`src/sv/jdg_pkg.sv`:
```
// constants, widths and shared types of the julian date to gregorian converter
// depends on nothing; every other file refers to it by scoped names
package jdg_pkg;

  // input format
  localparam int DAY_BITS      = 23;
  localparam int FRACTION_BITS = 32;
  localparam int IN_W          = 55;

  // output field widths
  localparam int YEAR_W   = 15;
  localparam int MONTH_W  = 4;
  localparam int DOM_W    = 5;
  localparam int HOUR_W   = 5;
  localparam int MINUTE_W = 6;
  localparam int MILLIS_W = 16;
  localparam int DOW_W    = 3;

  // pipeline depth, input beat to output beat
  localparam int NUM_STAGES = 8;

  // calendar epoch of the algorithm
  localparam int EPOCH_DAY = 1721119;
  localparam int T_OFS     = 4 * EPOCH_DAY + 1;

  // shifted day number, its scaled form and the day-of-week operand
  localparam int DAYP_W = DAY_BITS + 1;
  localparam int TX_W   = DAYP_W + 2;
  localparam int T_W    = DAY_BITS + 2;
  localparam int W_W    = DAY_BITS + 1;

  // quotient by the days of four centuries
  localparam int DIV_YR = 146097;
  localparam int S1     = T_W + 18;
  localparam int M1_W   = S1 - 17;
  localparam int P1_W   = T_W + M1_W;
  localparam int Y_W    = T_W - 17;
  localparam logic [M1_W-1:0] M1 =
    M1_W'(((64'd1 << S1) + 64'd146096) / 64'd146097);

  // remainder within four centuries and the scaled day
  localparam int R_W = 18;
  localparam int U_W = 18;

  // quotient by the days of four years
  localparam int DIV_QY = 1461;
  localparam int S2     = U_W + 11;
  localparam int M2_W   = S2 - 10;
  localparam int P2_W   = U_W + M2_W;
  localparam int Q_W    = 7;
  localparam logic [M2_W-1:0] M2 =
    M2_W'(((64'd1 << S2) + 64'd1460) / 64'd1461);
  localparam int YY_W   = Y_W + 7;

  // day of year and month quotient by 153
  localparam int D2_W   = 11;
  localparam int D3_W   = 9;
  localparam int V_W    = 11;
  localparam int DIV_MO = 153;
  localparam int S3     = V_W + 8;
  localparam int M3_W   = S3 - 7;
  localparam int P3_W   = V_W + M3_W;
  localparam int MQ_W   = 4;
  localparam logic [M3_W-1:0] M3 =
    M3_W'(((64'd1 << S3) + 64'd152) / 64'd153);
  localparam int D4_W   = 8;

  // day of month by reciprocal of five
  localparam int S4   = 10;
  localparam int M4_W = 8;
  localparam int P4_W = D4_W + M4_W;
  localparam logic [M4_W-1:0] M4 = M4_W'(((64'd1 << S4) + 64'd4) / 64'd5);

  // day of week by reciprocal of seven
  localparam int S7   = W_W + 3;
  localparam int M7_W = S7 - 2;
  localparam int P7_W = W_W + M7_W;
  localparam int Q7_W = W_W - 2;
  localparam logic [M7_W-1:0] M7 =
    M7_W'(((64'd1 << S7) + 64'd6) / 64'd7);

  // month threshold where the year rolls over
  localparam int MONTH_WRAP = 10;

  // time-of-day products
  localparam int HR_MUL   = 24;
  localparam int MIN_MUL  = 1440;
  localparam int MS_MUL   = 86400000;
  localparam int PH_W     = FRACTION_BITS + 5;
  localparam int PM_W     = FRACTION_BITS + 11;
  localparam int PT_W     = FRACTION_BITS + 27;
  localparam int MINS_W   = 11;
  localparam int MST_W    = 27;
  localparam int MS_PER_MIN = 60000;
  localparam int MIN_PER_HR = 60;

  // stage load enables, one per register stage
  typedef struct packed {
    logic [NUM_STAGES-1:0] en;
  } pipe_ctl_t;

  // time of day fields
  typedef struct packed {
    logic [HOUR_W-1:0]   hour;
    logic [MINUTE_W-1:0] minute;
    logic [MILLIS_W-1:0] millis;
  } tod_t;

endpackage

```
`src/sv/jdg_in_if.sv`:
```
// input channel: one julian date per beat
// depends on jdg_pkg for the field width
interface jdg_in_if;
  logic                       valid;
  logic                       ready;
  logic [jdg_pkg::IN_W-1:0]   julian_date_fixed;

  modport source (output valid, output julian_date_fixed, input ready);
  modport sink (input valid, input julian_date_fixed, output ready);
endinterface

```
`src/sv/jdg_out_if.sv`:
```
// output channel: calendar date, time of day and day of week per beat
// depends on jdg_pkg for the field widths
interface jdg_out_if;
  logic                           valid;
  logic                           ready;
  logic [jdg_pkg::YEAR_W-1:0]     year;
  logic [jdg_pkg::MONTH_W-1:0]    month;
  logic [jdg_pkg::DOM_W-1:0]      day_of_month;
  logic [jdg_pkg::HOUR_W-1:0]     hour;
  logic [jdg_pkg::MINUTE_W-1:0]   minute;
  logic [jdg_pkg::MILLIS_W-1:0]   millis_of_minute;
  logic [jdg_pkg::DOW_W-1:0]      day_of_week;
  logic                           out_of_range;

  modport source (
    output valid, output year, output month, output day_of_month, output hour,
    output minute, output millis_of_minute, output day_of_week,
    output out_of_range, input ready
  );
  modport sink (
    input valid, input year, input month, input day_of_month, input hour,
    input minute, input millis_of_minute, input day_of_week,
    input out_of_range, output ready
  );
endinterface

```
`src/sv/jdg_pipe_ctl.sv`:
```
// valid bits and per-stage load enables of the conversion pipeline
// depends on jdg_pkg; empty stages absorb bubbles while the output stalls
module jdg_pipe_ctl (
  input  logic               clk_i,
  input  logic               rst_ni,
  input  logic               in_valid_i,
  input  logic               out_ready_i,
  output logic               in_ready_o,
  output logic               out_valid_o,
  output jdg_pkg::pipe_ctl_t ctl_o
);

  logic [jdg_pkg::NUM_STAGES-1:0] valid_q, valid_d, en;

  // a stage may load when it is empty or its beat moves on
  always_comb begin
    en[jdg_pkg::NUM_STAGES-1] = !valid_q[jdg_pkg::NUM_STAGES-1] || out_ready_i;
    for (int k = jdg_pkg::NUM_STAGES - 2; k >= 0; k--) begin
      en[k] = !valid_q[k] || en[k+1];
    end
  end

  // valid bits follow the data
  always_comb begin
    valid_d[0] = en[0] ? in_valid_i : valid_q[0];
    for (int k = 1; k < jdg_pkg::NUM_STAGES; k++) begin
      valid_d[k] = en[k] ? valid_q[k-1] : valid_q[k];
    end
  end

  always_ff @(posedge clk_i or negedge rst_ni) begin
    if (!rst_ni) begin
      valid_q <= '0;
    end else begin
      valid_q <= valid_d;
    end
  end

  assign ctl_o.en    = en;
  assign in_ready_o  = en[0];
  assign out_valid_o = valid_q[jdg_pkg::NUM_STAGES-1];

endmodule

```
`src/sv/jdg_time.sv`:
```
// time of day: hour, minute and milliseconds from the shifted day fraction
// depends on jdg_pkg; aligned to the calendar pipeline by a delay line
module jdg_time (
  input  logic                              clk_i,
  input  jdg_pkg::pipe_ctl_t                ctl_i,
  input  logic [jdg_pkg::FRACTION_BITS-1:0] frac_i,
  output jdg_pkg::tod_t                     tod_o
);

  logic [jdg_pkg::FRACTION_BITS-1:0] frac_q, frac_sh;
  logic [jdg_pkg::PH_W-1:0]          ph;
  logic [jdg_pkg::PM_W-1:0]          pm;
  logic [jdg_pkg::PT_W-1:0]          pt;
  logic [jdg_pkg::HOUR_W-1:0]        hr_q;
  logic [jdg_pkg::MINS_W-1:0]        mins_q, min_sub, min_diff;
  logic [jdg_pkg::MST_W-1:0]         mst_q, ms_sub, ms_diff;
  jdg_pkg::tod_t                     tod_d;
  jdg_pkg::tod_t                     tod_q [2:jdg_pkg::NUM_STAGES-1];

  // noon to midnight: the top fraction bit flips
  assign frac_sh = {~frac_i[jdg_pkg::FRACTION_BITS-1], frac_i[jdg_pkg::FRACTION_BITS-2:0]};

  always_ff @(posedge clk_i) begin
    if (ctl_i.en[0]) begin
      frac_q <= frac_sh;
    end
  end

  // fraction times hours, minutes and milliseconds per day
  assign ph = jdg_pkg::PH_W'(frac_q) * jdg_pkg::PH_W'(jdg_pkg::HR_MUL);
  assign pm = jdg_pkg::PM_W'(frac_q) * jdg_pkg::PM_W'(jdg_pkg::MIN_MUL);
  assign pt = jdg_pkg::PT_W'(frac_q) * jdg_pkg::PT_W'(jdg_pkg::MS_MUL);

  always_ff @(posedge clk_i) begin
    if (ctl_i.en[1]) begin
      hr_q   <= ph[jdg_pkg::FRACTION_BITS +: jdg_pkg::HOUR_W];
      mins_q <= pm[jdg_pkg::FRACTION_BITS +: jdg_pkg::MINS_W];
      mst_q  <= pt[jdg_pkg::FRACTION_BITS +: jdg_pkg::MST_W];
    end
  end

  // remove whole hours and whole minutes
  assign min_sub  = jdg_pkg::MINS_W'(hr_q) * jdg_pkg::MINS_W'(jdg_pkg::MIN_PER_HR);
  assign min_diff = mins_q - min_sub;
  assign ms_sub   = jdg_pkg::MST_W'(mins_q) * jdg_pkg::MST_W'(jdg_pkg::MS_PER_MIN);
  assign ms_diff  = mst_q - ms_sub;

  always_comb begin
    tod_d.hour   = hr_q;
    tod_d.minute = min_diff[jdg_pkg::MINUTE_W-1:0];
    tod_d.millis = ms_diff[jdg_pkg::MILLIS_W-1:0];
  end

  // delay line to the output stage
  always_ff @(posedge clk_i) begin
    if (ctl_i.en[2]) begin
      tod_q[2] <= tod_d;
    end
    for (int k = 3; k < jdg_pkg::NUM_STAGES; k++) begin
      if (ctl_i.en[k]) begin
        tod_q[k] <= tod_q[k-1];
      end
    end
  end

  assign tod_o = tod_q[jdg_pkg::NUM_STAGES-1];

endmodule

```
`src/sv/jdg_calendar.sv`:
```
// gregorian year, month, day and day of week from the julian day number
// depends on jdg_pkg; constant divisions by reciprocal multiply across the stages
module jdg_calendar (
  input  logic                          clk_i,
  input  jdg_pkg::pipe_ctl_t            ctl_i,
  input  logic [jdg_pkg::DAY_BITS-1:0]  day_i,
  input  logic                          frac_msb_i,
  output logic [jdg_pkg::YEAR_W-1:0]    year_o,
  output logic [jdg_pkg::MONTH_W-1:0]   month_o,
  output logic [jdg_pkg::DOM_W-1:0]     dom_o,
  output logic [jdg_pkg::DOW_W-1:0]     dow_o,
  output logic                          oor_o
);

  // stage 1 signals
  logic [jdg_pkg::DAYP_W-1:0] day_p;
  logic [jdg_pkg::TX_W-1:0]   tx;
  logic [jdg_pkg::T_W-1:0]    s1_t_q;
  logic                       s1_jz_q;
  logic [jdg_pkg::W_W-1:0]    s1_w_q;
  logic                       oor_q [0:jdg_pkg::NUM_STAGES-1];

  // stage 2 signals
  logic [jdg_pkg::P1_W-1:0]   p1;
  logic [jdg_pkg::P7_W-1:0]   p7;
  logic [jdg_pkg::T_W-1:0]    s2_t_q;
  logic                       s2_jz_q;
  logic [jdg_pkg::Y_W-1:0]    s2_y_q;
  logic [jdg_pkg::W_W-1:0]    s2_w_q;
  logic [jdg_pkg::Q7_W-1:0]   s2_q7_q;

  // stage 3 signals
  logic [jdg_pkg::T_W-1:0]    yr_mul, r_full;
  logic [jdg_pkg::W_W-1:0]    dw_mul, dw_full;
  logic [jdg_pkg::U_W-1:0]    s3_u_q;
  logic [jdg_pkg::Y_W-1:0]    s3_y_q;
  logic [jdg_pkg::DOW_W-1:0]  dow_q [2:jdg_pkg::NUM_STAGES-1];

  // stage 4 signals
  logic [jdg_pkg::P2_W-1:0]   p2;
  logic [jdg_pkg::U_W-1:0]    s4_u_q;
  logic [jdg_pkg::Y_W-1:0]    s4_y_q;
  logic [jdg_pkg::Q_W-1:0]    s4_q_q;

  // stage 5 signals
  logic [jdg_pkg::U_W-1:0]    qy_mul, d2_full;
  logic [jdg_pkg::D3_W-1:0]   s5_d3_q;
  logic [jdg_pkg::YY_W-1:0]   s5_yy_q;

  // stage 6 signals
  logic [jdg_pkg::V_W-1:0]    v;
  logic [jdg_pkg::P3_W-1:0]   p3;
  logic [jdg_pkg::V_W-1:0]    s6_v_q;
  logic [jdg_pkg::MQ_W-1:0]   s6_mq_q;
  logic [jdg_pkg::YY_W-1:0]   s6_yy_q;

  // stage 7 signals
  logic [jdg_pkg::V_W-1:0]    mo_mul, d4_full;
  logic [jdg_pkg::D4_W-1:0]   s7_d4_q;
  logic [jdg_pkg::MQ_W-1:0]   s7_mq_q;
  logic [jdg_pkg::YY_W-1:0]   s7_yy_q;

  // stage 8 signals
  logic [jdg_pkg::D4_W-1:0]   d5;
  logic [jdg_pkg::P4_W-1:0]   p4;
  logic                       wrap;
  logic [jdg_pkg::YY_W-1:0]   yy_adj;
  logic [jdg_pkg::YEAR_W-1:0]  year_q;
  logic [jdg_pkg::MONTH_W-1:0] month_q;
  logic [jdg_pkg::DOM_W-1:0]   dom_q;

  // stage 1: midnight shift, epoch compare, 4j-1
  assign day_p = jdg_pkg::DAYP_W'(day_i) + jdg_pkg::DAYP_W'(frac_msb_i);
  assign tx    = {day_p, 2'b00} - jdg_pkg::TX_W'(jdg_pkg::T_OFS);

  always_ff @(posedge clk_i) begin
    if (ctl_i.en[0]) begin
      s1_jz_q  <= day_p == jdg_pkg::DAYP_W'(jdg_pkg::EPOCH_DAY);
      s1_t_q   <= tx[jdg_pkg::T_W-1:0];
      s1_w_q   <= day_p + jdg_pkg::W_W'(1);
    end
  end

  // stage 2: century quotient and week quotient
  assign p1 = jdg_pkg::P1_W'(s1_t_q) * jdg_pkg::P1_W'(jdg_pkg::M1);
  assign p7 = jdg_pkg::P7_W'(s1_w_q) * jdg_pkg::P7_W'(jdg_pkg::M7);

  always_ff @(posedge clk_i) begin
    if (ctl_i.en[1]) begin
      s2_t_q  <= s1_t_q;
      s2_jz_q <= s1_jz_q;
      s2_y_q  <= p1[jdg_pkg::S1 +: jdg_pkg::Y_W];
      s2_w_q  <= s1_w_q;
      s2_q7_q <= p7[jdg_pkg::S7 +: jdg_pkg::Q7_W];
    end
  end

  // stage 3: remainder in the cycle, day of week; the epoch day itself is year 0 day 0
  assign yr_mul  = jdg_pkg::T_W'(s2_y_q) * jdg_pkg::T_W'(jdg_pkg::DIV_YR);
  assign r_full  = s2_t_q - yr_mul;
  assign dw_mul  = jdg_pkg::W_W'(s2_q7_q) * jdg_pkg::W_W'(7);
  assign dw_full = s2_w_q - dw_mul;

  always_ff @(posedge clk_i) begin
    if (ctl_i.en[2]) begin
      if (s2_jz_q) begin
        s3_u_q <= jdg_pkg::U_W'(3);
        s3_y_q <= '0;
      end else begin
        s3_u_q <= {r_full[jdg_pkg::R_W-1:2], 2'b11};
        s3_y_q <= s2_y_q;
      end
    end
  end

  // stage 4: quotient by four years
  assign p2 = jdg_pkg::P2_W'(s3_u_q) * jdg_pkg::P2_W'(jdg_pkg::M2);

  always_ff @(posedge clk_i) begin
    if (ctl_i.en[3]) begin
      s4_u_q <= s3_u_q;
      s4_y_q <= s3_y_q;
      s4_q_q <= p2[jdg_pkg::S2 +: jdg_pkg::Q_W];
    end
  end

  // stage 5: day of year and raw year
  assign qy_mul  = jdg_pkg::U_W'(s4_q_q) * jdg_pkg::U_W'(jdg_pkg::DIV_QY);
  assign d2_full = s4_u_q - qy_mul;

  always_ff @(posedge clk_i) begin
    if (ctl_i.en[4]) begin
      s5_d3_q <= d2_full[jdg_pkg::D2_W-1:2] + jdg_pkg::D3_W'(1);
      s5_yy_q <= jdg_pkg::YY_W'(s4_y_q) * jdg_pkg::YY_W'(100) + jdg_pkg::YY_W'(s4_q_q);
    end
  end

  // stage 6: 5d-3 by shift and add, month quotient
  assign v  = {s5_d3_q, 2'b00} + jdg_pkg::V_W'(s5_d3_q) - jdg_pkg::V_W'(3);
  assign p3 = jdg_pkg::P3_W'(v) * jdg_pkg::P3_W'(jdg_pkg::M3);

  always_ff @(posedge clk_i) begin
    if (ctl_i.en[5]) begin
      s6_v_q  <= v;
      s6_mq_q <= p3[jdg_pkg::S3 +: jdg_pkg::MQ_W];
      s6_yy_q <= s5_yy_q;
    end
  end

  // stage 7: remainder within the month
  assign mo_mul  = jdg_pkg::V_W'(s6_mq_q) * jdg_pkg::V_W'(jdg_pkg::DIV_MO);
  assign d4_full = s6_v_q - mo_mul;

  always_ff @(posedge clk_i) begin
    if (ctl_i.en[6]) begin
      s7_d4_q <= d4_full[jdg_pkg::D4_W-1:0];
      s7_mq_q <= s6_mq_q;
      s7_yy_q <= s6_yy_q;
    end
  end

  // stage 8: day of month, month and year rollover
  assign d5     = s7_d4_q + jdg_pkg::D4_W'(5);
  assign p4     = jdg_pkg::P4_W'(d5) * jdg_pkg::P4_W'(jdg_pkg::M4);
  assign wrap   = s7_mq_q >= jdg_pkg::MQ_W'(jdg_pkg::MONTH_WRAP);
  assign yy_adj = s7_yy_q + jdg_pkg::YY_W'(wrap);

  always_ff @(posedge clk_i) begin
    if (ctl_i.en[7]) begin
      dom_q  <= p4[jdg_pkg::S4 +: jdg_pkg::DOM_W];
      year_q <= yy_adj[jdg_pkg::YEAR_W-1:0];
      if (wrap) begin
        month_q <= s7_mq_q - jdg_pkg::MONTH_W'(9);
      end else begin
        month_q <= s7_mq_q + jdg_pkg::MONTH_W'(3);
      end
    end
  end

  // range flag from stage 1 and day of week from stage 3 ride along
  always_ff @(posedge clk_i) begin
    if (ctl_i.en[0]) begin
      oor_q[0] <= day_p < jdg_pkg::DAYP_W'(jdg_pkg::EPOCH_DAY);
    end
    for (int k = 1; k < jdg_pkg::NUM_STAGES; k++) begin
      if (ctl_i.en[k]) begin
        oor_q[k] <= oor_q[k-1];
      end
    end
    if (ctl_i.en[2]) begin
      dow_q[2] <= dw_full[jdg_pkg::DOW_W-1:0];
    end
    for (int k = 3; k < jdg_pkg::NUM_STAGES; k++) begin
      if (ctl_i.en[k]) begin
        dow_q[k] <= dow_q[k-1];
      end
    end
  end

  assign year_o  = year_q;
  assign month_o = month_q;
  assign dom_o   = dom_q;
  assign dow_o   = dow_q[jdg_pkg::NUM_STAGES-1];
  assign oor_o   = oor_q[jdg_pkg::NUM_STAGES-1];

endmodule

```
`src/sv/julian_date_to_gregorian.sv`:
```
// top level: julian date in fixed point to gregorian date and time of day
// depends on jdg_pkg, jdg_in_if, jdg_out_if, jdg_pipe_ctl, jdg_calendar, jdg_time
//
//   channel  dir  beat carries
//   in_i     in   julian_date_fixed (23 day bits, 32 fraction bits)
//   out_o    out  year, month, day_of_month, hour, minute, millis_of_minute,
//                 day_of_week, out_of_range
//
// one beat per cycle sustained while out_o.ready stays high; the depth is set
// by the chain of constant-divisor steps, each one reciprocal multiply or
// multiply-subtract per stage.
// reset clears only the stage valid bits; the pipeline is empty after reset.
// an output stall holds the last stage; earlier empty stages keep loading,
// so in_i.ready stays high until every stage holds a beat.
module julian_date_to_gregorian (
  input  logic       clk_i,
  input  logic       rst_ni,
  jdg_in_if.sink     in_i,
  jdg_out_if.source  out_o
);

  jdg_pkg::pipe_ctl_t               ctl;
  logic [jdg_pkg::YEAR_W-1:0]       cal_year;
  logic [jdg_pkg::MONTH_W-1:0]      cal_month;
  logic [jdg_pkg::DOM_W-1:0]        cal_dom;
  logic [jdg_pkg::DOW_W-1:0]        cal_dow;
  logic                             cal_oor;
  jdg_pkg::tod_t                    tod;

  // handshake and stage enables
  jdg_pipe_ctl u_ctl (
    .clk_i       (clk_i),
    .rst_ni      (rst_ni),
    .in_valid_i  (in_i.valid),
    .out_ready_i (out_o.ready),
    .in_ready_o  (in_i.ready),
    .out_valid_o (out_o.valid),
    .ctl_o       (ctl)
  );

  // date path
  jdg_calendar u_calendar (
    .clk_i      (clk_i),
    .ctl_i      (ctl),
    .day_i      (in_i.julian_date_fixed[jdg_pkg::FRACTION_BITS +: jdg_pkg::DAY_BITS]),
    .frac_msb_i (in_i.julian_date_fixed[jdg_pkg::FRACTION_BITS-1]),
    .year_o     (cal_year),
    .month_o    (cal_month),
    .dom_o      (cal_dom),
    .dow_o      (cal_dow),
    .oor_o      (cal_oor)
  );

  // time path
  jdg_time u_time (
    .clk_i  (clk_i),
    .ctl_i  (ctl),
    .frac_i (in_i.julian_date_fixed[jdg_pkg::FRACTION_BITS-1:0]),
    .tod_o  (tod)
  );

  // days before the epoch report only the flag
  assign out_o.year             = cal_oor ? '0 : cal_year;
  assign out_o.month            = cal_oor ? '0 : cal_month;
  assign out_o.day_of_month     = cal_oor ? '0 : cal_dom;
  assign out_o.hour             = cal_oor ? '0 : tod.hour;
  assign out_o.minute           = cal_oor ? '0 : tod.minute;
  assign out_o.millis_of_minute = cal_oor ? '0 : tod.millis;
  assign out_o.day_of_week      = cal_oor ? '0 : cal_dow;
  assign out_o.out_of_range     = cal_oor;

endmodule
```
`src/flat_wrapper.sv`:
```
// flat-port wrapper written by rule: the top's interface ports become plain ports
module julian_date_to_gregorian_flat 
  (clk_i, rst_ni, in_i_valid, in_i_julian_date_fixed, in_i_ready, out_o_valid, out_o_year, out_o_month, out_o_day_of_month, out_o_hour, out_o_minute, out_o_millis_of_minute, out_o_day_of_week, out_o_out_of_range, out_o_ready);
  jdg_in_if in_i_i ();
  jdg_out_if out_o_i ();
  input  logic clk_i;
  input  logic rst_ni;
  input wire logic [$bits(in_i_i.valid)-1:0] in_i_valid;
  input wire logic [$bits(in_i_i.julian_date_fixed)-1:0] in_i_julian_date_fixed;
  output wire logic [$bits(in_i_i.ready)-1:0] in_i_ready;
  output wire logic [$bits(out_o_i.valid)-1:0] out_o_valid;
  output wire logic [$bits(out_o_i.year)-1:0] out_o_year;
  output wire logic [$bits(out_o_i.month)-1:0] out_o_month;
  output wire logic [$bits(out_o_i.day_of_month)-1:0] out_o_day_of_month;
  output wire logic [$bits(out_o_i.hour)-1:0] out_o_hour;
  output wire logic [$bits(out_o_i.minute)-1:0] out_o_minute;
  output wire logic [$bits(out_o_i.millis_of_minute)-1:0] out_o_millis_of_minute;
  output wire logic [$bits(out_o_i.day_of_week)-1:0] out_o_day_of_week;
  output wire logic [$bits(out_o_i.out_of_range)-1:0] out_o_out_of_range;
  input wire logic [$bits(out_o_i.ready)-1:0] out_o_ready;
  assign in_i_i.valid = in_i_valid;
  assign in_i_i.julian_date_fixed = in_i_julian_date_fixed;
  assign in_i_ready = in_i_i.ready;
  assign out_o_valid = out_o_i.valid;
  assign out_o_year = out_o_i.year;
  assign out_o_month = out_o_i.month;
  assign out_o_day_of_month = out_o_i.day_of_month;
  assign out_o_hour = out_o_i.hour;
  assign out_o_minute = out_o_i.minute;
  assign out_o_millis_of_minute = out_o_i.millis_of_minute;
  assign out_o_day_of_week = out_o_i.day_of_week;
  assign out_o_out_of_range = out_o_i.out_of_range;
  assign out_o_i.ready = out_o_ready;
  julian_date_to_gregorian u_core (.clk_i(clk_i), .rst_ni(rst_ni), .in_i(in_i_i), .out_o(out_o_i));
endmodule
```
`config.mk`:
```
export PLATFORM = sky130hd
export DESIGN_NAME = julian_date_to_gregorian_flat
export DESIGN_NICKNAME = d
export VERILOG_FILES = /design/src/sv/jdg_pkg.sv /design/src/sv/jdg_in_if.sv /design/src/sv/jdg_out_if.sv /design/src/sv/jdg_pipe_ctl.sv /design/src/sv/jdg_time.sv /design/src/sv/jdg_calendar.sv /design/src/sv/julian_date_to_gregorian.sv /design/src/flat_wrapper.sv
export SDC_FILE = /design/constraint.sdc
export NUM_CORES = 2
export LEC_CHECK = 0
export CAP_MARGIN = 10
export CORE_MARGIN = 2
export CORE_UTILIZATION = 60
export CTS_CLUSTER_DIAMETER = 200
export DETAILED_ROUTE_END_ITERATION = 7
export DONT_BUFFER_PORTS = 1
export PLACE_DENSITY_LB_ADDON = 0.08
export SLEW_MARGIN = 20
export SYNTH_ARGS = -nofsm -noshare
export SYNTH_HDL_FRONTEND = slang
export SYNTH_SLANG_ARGS = --single-unit
```
`constraint.sdc`:
```
create_clock -name clk_i -period 6.9 [get_ports clk_i]
set_input_delay 1.38 -clock clk_i [delete_from_list [all_inputs] [get_ports clk_i]]
set_output_delay 1.38 -clock clk_i [all_outputs]
set_load 0.02 [all_outputs]
```
# --- Word-level counts from Yosys, hierarchy flattened ---
# Memory sizes are Yosys's and may differ from the RTL's.
# Cells that the tools add are included.
classes:
  mux: 24
  n_reduce_logical: 16
  add_sub_neg: 17
  eq_ne: 1
  magnitude_cmp: 2
  n_bitwise: 1
  n_mul: 15
op_table:
  columns: ["cell", "count"]
  rows:
  - ["multiplier 25 x 24 -> 49 bit, second input constant", 1]
  - ["multiplier 24 x 24 -> 48 bit, second input constant", 1]
  - ["multiplier 32 x 17 -> 38 bit, second input constant", 1]
  - ["multiplier 32 x 6 -> 38 bit, second input constant", 1]
  - ["multiplier 18 x 19 -> 36 bit, second input constant", 1]
  - ["multiplier 32 x 2 -> 34 bit, second input constant", 1]
  - ["subtractor 25 x 23 -> 25 bit, second input constant", 1]
  - ["adder 23 x 1 -> 24 bit", 1]
  - ["adder 24 x 1 -> 24 bit, second input constant", 1]
  - ["== test 24 x 21 -> 1 bit, second input constant", 1]
  - ["less-than comparator 24 x 21 -> 1 bit, second input constant", 1]
  - ["multiplier 11 x 12 -> 23 bit, second input constant", 1]
  - ["multiplier 22 x 3 -> 3 bit, second input constant", 1]
  - ["multiplier 8 x 18 -> 18 bit, second input constant", 1]
  - ["subtractor 18 bit", 1]
  - ["2-to-1 mux 1 bit", 16]
  - ["2-to-1 mux 16 bit", 1]
  - ["subtractor 16 bit", 1]
  - ["adder 15 x 1 -> 15 bit", 1]
  - ["adder 15 x 7 -> 15 bit", 1]
  - ["multiplier 8 x 8 -> 15 bit, second input constant", 1]
  - ["2-to-1 mux 15 bit", 1]
  - ["multiplier 8 x 5 -> 13 bit, second input constant", 1]
  - ["adder 11 x 9 -> 11 bit", 1]
  - ["other kinds (21)", 37]
totals:
  in_bits: 59
  ram_bits: 188
  word_cells: 116
  regBits: 327
  output_inout_bits: 57
  mem_count: 3
mem_list:
  columns: ["memory", "words", "width", "read_ports", "rd_clocked_by_memory_dff", "wr", "line_no", "text"]
  rows:
  - ["u_core.u_time.tod_q", 6, 27, 6, 0, 6, "jdg_time.sv:18", "jdg_pkg::tod_t tod_q [2:jdg_pkg::NUM_STAGES-1];"]
  - ["u_core.u_calendar.dow_q", 6, 3, 6, 0, 6, "jdg_calendar.sv:37", "logic [jdg_pkg::DOW_W-1:0] dow_q [2:jdg_pkg::NUM_STAGES-1];"]
  - ["u_core.u_calendar.oor_q", 8, 1, 8, 0, 8, "jdg_calendar.sv:21", "logic oor_q [0:jdg_pkg::NUM_STAGES-1];"]

# --- Depth between registers and ports, before layout ---
depth:
  depth_word: 11
  ltp_mapped: 27
  ltp_nobuf: 27

# --- Cells and area by module ---
# Synthesis repeated with hierarchy kept, for this count alone.
unflattened:
  hier_cells: 4942
  area_unflattened_um2: 56880.8
by_module_without_submodules:
  columns: ["mod", "cells_per_inst", "instances", "area_per_inst_um2", "seq_area_each_um2"]
  rows:
  - ["jdg_calendar", 3385, 1, 37186.9, 7657.3]
  - ["jdg_time", 1469, 1, 18984.5, 6786.5]
  - ["julian_date_to_gregorian", 59, 1, 362.8, 0.0]
  - ["jdg_pipe_ctl", 29, 1, 346.6, 200.2]

# --- Least setup slack after synthesis ---
# OpenSTA, ideal clock, no wires.
synth_timing:
  path_type: "input -> output"
  from: "input out_o_ready"
  to: "output in_i_ready"
  n_path_buf: 0
  cell_stages: 6
  arrival_time_ps: 5554
  path_slack_ps: -34
  t_required_ps: 5520
  cell_sequence: "nor2b_1 -> and2_1 -> and3_1 -> nand3_1 -> inv_1 -> nand3_1"
synth_rtl:
  columns: ["item", "line_no", "text"]
  rows:
  - ["from (decl)", "flat_wrapper.sv:20", "input wire logic [$bits(out_o_i.ready)-1:0] out_o_ready;"]
  - ["to (decl)", "flat_wrapper.sv:10", "output wire logic [$bits(in_i_i.ready)-1:0] in_i_ready;"]

# --- Worst setup path in the final report ---
layout_timing:
  from: "register u_core.u_calendar.s5_d3_q[1] (netlist name)"
  to: "register u_core.u_calendar.s6_mq_q[3] (netlist name) (data pin)"
layout_via:
  elab_chain_len: 3
layout_lines:
  columns: ["item", "line_no", "text"]
  rows:
  - ["from (decl)", "jdg_calendar.sv:47", "logic [jdg_pkg::D3_W-1:0] s5_d3_q;"]
  - ["from (signal assigned)", "jdg_calendar.sv:133", "s5_d3_q <= d2_full[jdg_pkg::D2_W-1:2] + jdg_pkg::D3_W'(1);"]
  - ["adder 11 x 9 -> 11 bit", "jdg_calendar.sv:139", "assign v = {s5_d3_q, 2'b00} + jdg_pkg::V_W'(s5_d3_q) - jdg_pkg::V_W'(3);"]
  - ["subtractor 11 x 2 -> 11 bit", "jdg_calendar.sv:139", null]
  - ["multiplier 11 x 12 -> 23 bit", "jdg_calendar.sv:140", "assign p3 = jdg_pkg::P3_W'(v) * jdg_pkg::P3_W'(jdg_pkg::M3);"]
  - ["named net u_core.u_calendar.p3, one bit", "jdg_calendar.sv:52", "logic [jdg_pkg::P3_W-1:0] p3;"]
  - ["to (signal assigned)", "jdg_calendar.sv:145", "s6_mq_q <= p3[jdg_pkg::S3 +: jdg_pkg::MQ_W];"]
  - ["to (decl)", "jdg_calendar.sv:54", "logic [jdg_pkg::MQ_W-1:0] s6_mq_q;"]
# The timed path passes the listed nets, and every way through them passes these cells.
# A chain may end at the register's enable or synchronous reset.

==> impl_results.md <==
- Die W: 311.0 microns
- Reg2reg start: u_core.u_calendar.s5_d3_q[1]
- Tightest Pin Transition: 0.9700 ns
- Total Routing Usage GR: 25.62%
- Vias: 33710
- Req. time, crit path: 7.28 ns
- Fin crit share: 95.03%
- Post-synth top area share: 27.40%
- Final #Nets: 6880
- Die Y: 311.0 microns
- R2R Path End: u_core.u_calendar.s6_mq_q[3]
- Worst setup EP type: flop
- Clock skew: 0.03219 ns
- Largest buffer count on any clock path: 3
- Reg2reg setup slack: 0.34 ns
- Clock Tree Root: clkbuf_16
- Final Hold Fails: 0
- HP Class: flop to flop
- Max-Cap Viols: 0
- Outcome: finished clean
- Drt first pass iters: 5
- CTS tree: done
- DRC: 0
- Register bit total from synthesis: 489
- Commonest cells in the netlist: inv_1, ha_1, fa_1, edfxtp_1, xnor2_1
- Post-synth EDFFs: 481
- HP Start: u_core.u_time.tod_q[0][180]
- Clk_lat worst skew: 0.66 ns
- Post-layout instance area: 0.06040 sq mm
- Syn Std Cell Area: 0.05656 sq mm
- Syn nets: 6780
- Initial antenna violation count: 2
- Number of global-route vias before repair: 36580
- CTS Buf Count: 53
- Initial drt markers: 1805
- Number of fill cells: 7414
- Top cells by area, synth: fa_1, edfxtp_1, ha_1
- Synth async-reset ratio: 1.636%
- CTS sink cnt: 489
- DR WL/cell: 18.63 microns
- Hpwl dp: 99.13 mm
- Final setup fails: 0
- Hold path cells: 0
- CTS Hold Bufs: 0
- Largest net degree at the start of global routing: 66
- H-tree depth: 2
- Synth-to-layout area growth: 6.790%
- Rows: 112
- Ys flop type: edfxtp_1
- Gr ovfl total: 0
- Sequential share of the synthesized area: 25.89%
- Cell taking the most area after synthesis: fa_1
- CP startpoint kind: flop
- Worst-path clk slew: 0.07 ns
- YS warnings: 0
- Dpl cell area: 0.05843 sq mm
- Gate Count Post-Synth: 4903
- Hold Path Sink: u_core.u_time.tod_q[0][207]
- Worst Path Max Fanout: 4
- Initial core utilization: 60.60%
- WL final: 117.3 mm
- Syn_area_per_cell: 11.54 sq um
- Relative slew slack: 34.95%
- Final Critical Period: 6.557 ns
- Distinct cells, synth: 77
- Die area: 0.09673 sq mm
- Fraction of layout cells with a size suffix above 1: 4.026%
- Achievable Freq: 152.5 MHz
- IO Pins: 116
- Most frequent cell after synthesis: inv_1
- Post-route ant nets: 0
- Final Util: 64.71%
- First-pass GRT wire length: 193.4 mm
- Reg2Reg Depth: 27
- CP Data Arrival Time: 6.94 ns
- CP Class: flop to flop
- Vias per cell: 5.353
- PortBufs: 0
- GPL Wtd Cong: 0.9496
- Slew Limit Fails: 0
- Core area: 0.09333 sq mm
final cells by class:
cell class	count	area (sq um)	share of cell area, %
Multi-Input combinational cell	3086	37000	61.26
Tap cell	1254	1569	2.598
Inverter	1306	4902	8.117
Clock inverter	36	424.2	0.7023
Timing Repair Buffer	67	503.0	0.8328
Clock buffer	58	1355	2.244
Antenna cell	1	2.502	0.004143
Sequential cell	489	14640	24.25
logic make-up (layout without fill, tap and decap cells):
kind of cell	count (synthesis)	in the layout	synth area share, %
buf+inv	1328	1467	8.887
compound gates	451	451	5.228
xor+xnor	292	292	4.535
other cells	0	1	0
mux	2	2	0.03540
fa+ha+maj	1818	1818	50.49
flops	489	489	25.89
simple gates	523	523	4.929
sequential cells by signal (all words and copies together) (netlist names), 9 cells and up:
| name | count |
|---|---|
| u_core.u_calendar.year_o | 15 |
| u_core.u_calendar.s4_u_q | 9 |
| u_core.u_calendar.s5_yy_q | 15 |
| u_core.u_calendar.dow_q | 18 |
| u_core.u_calendar.s5_d3_q | 9 |
| u_core.u_calendar.s2_t_q | 16 |
| u_core.u_calendar.s1_w_q | 24 |
| u_core.u_time.mins_q | 11 |
| u_core.u_calendar.s7_yy_q | 15 |
| u_core.u_calendar.s3_u_q | 16 |
| u_core.u_time.mst_q | 16 |
| u_core.u_time.tod_q | 162 |
| u_core.u_time.frac_q | 32 |
| u_core.u_calendar.s1_t_q | 23 |
| u_core.u_calendar.s6_yy_q | 15 |
worst max-delay path, cell delays in order (launching register included):
cell	delay (ns)
edfxtp_1	0.40
inv_1	0.07
ha_1	0.27
inv_1	0.04
ha_1	0.32
and3b_1	0.19
o21a_1	0.20
o2111ai_1	0.23
nand3_2	0.14
o41ai_4	0.28
xnor2_2	0.16
ha_1	0.31
inv_2	0.06
fa_1	0.39
inv_1	0.09
fa_1	0.44
fa_1	0.45
fa_1	0.51
inv_1	0.04
ha_1	0.18
a21o_1	0.18
a21o_1	0.18
a21o_1	0.19
a221oi_2	0.30
o31ai_1	0.17
a31oi_1	0.21
xnor2_1	0.11
xnor2_1	0.13
metal layers:
| layer | GRT usage [%] | part of all wire [%] | up-vias |
|---|---|---|---|
| met1 | 35.54 | 45 | 16800 |
| met2 | 43.02 | 48 | 642 |
| met3 | 3.486 | 4.6 | 142 |
| met5 | 0 | 0.011 | - |
| met4 | 5.995 | 2.3 | 2 |
| li1 | - | - | 16120 |
per-stage QoR:
stage | setup slack, ns | hold WS, ns | TNS, ns | cells
final | 0.3430 | 0.4064 | 0 | 6297
after global routing | -0.009100 | 0.3993 | -0.009100 | 6296
after CTS | 0.07213 | 0.3915 | 0 | 6280
after detailed placement | 0.1331 | 0.4045 | 0 | 6186
after global placement | 0.2776 | 0.4005 | 0 | 6186
after floorplan | 0.5717 | 0.4003 | 0 | 4903
how the worst max path moves through the flow:
stage | start | to | slack, ns | cells past startpoint
CTS | u_core.u_calendar.s5_d3_q[0] | u_core.u_calendar.s6_mq_q[3] | 0.07 | 26
global placement | u_core.u_calendar.s1_t_q[4] | u_core.u_calendar.s2_y_q[5] | 0.28 | 21
finish | u_core.u_calendar.s5_d3_q[1] | u_core.u_calendar.s6_mq_q[3] | 0.34 | 27
detailed placement | u_core.u_calendar.s5_d3_q[0] | u_core.u_calendar.s6_mq_q[3] | 0.13 | 26
global route | u_core.u_calendar.s5_d3_q[1] | u_core.u_calendar.s6_mq_q[3] | -0.009 | 26
floorplan | u_core.u_calendar.s1_t_q[2] | u_core.u_calendar.s2_y_q[5] | 0.57 | 20
timing repair:
item / in CTS / in global routing
setup buffers: 0 / 16
setup endpoints to repair: 0 / 11
gates resized for setup: 0 / 13
cell usage in the layout (no fill, tap or decap), types with 11 or more instances in the layout:
cell type,count
nand4_1,32
a31oi_1,13
o21bai_1,20
nand2_1,86
fa_1,774
nor2_1,112
or3_1,11
nor4_1,11
inv_1,1301
nor3_1,44
xnor2_1,204
or2_2,12
o211ai_1,18
ha_1,1042
a21o_1,67
a211oi_1,20
and3_1,18
nand3_1,42
clkbuf_16,53
buf_4,67
xor2_1,86
o21a_1,24
o21ai_0,71
and2_1,19
nor2b_1,75
a21oi_1,130
nand2b_1,11
edfxtp_1,481
Power is left out: the tool's default activity adds up to more than one toggle a clock period on the data nets, which glitch-free logic cannot reach.
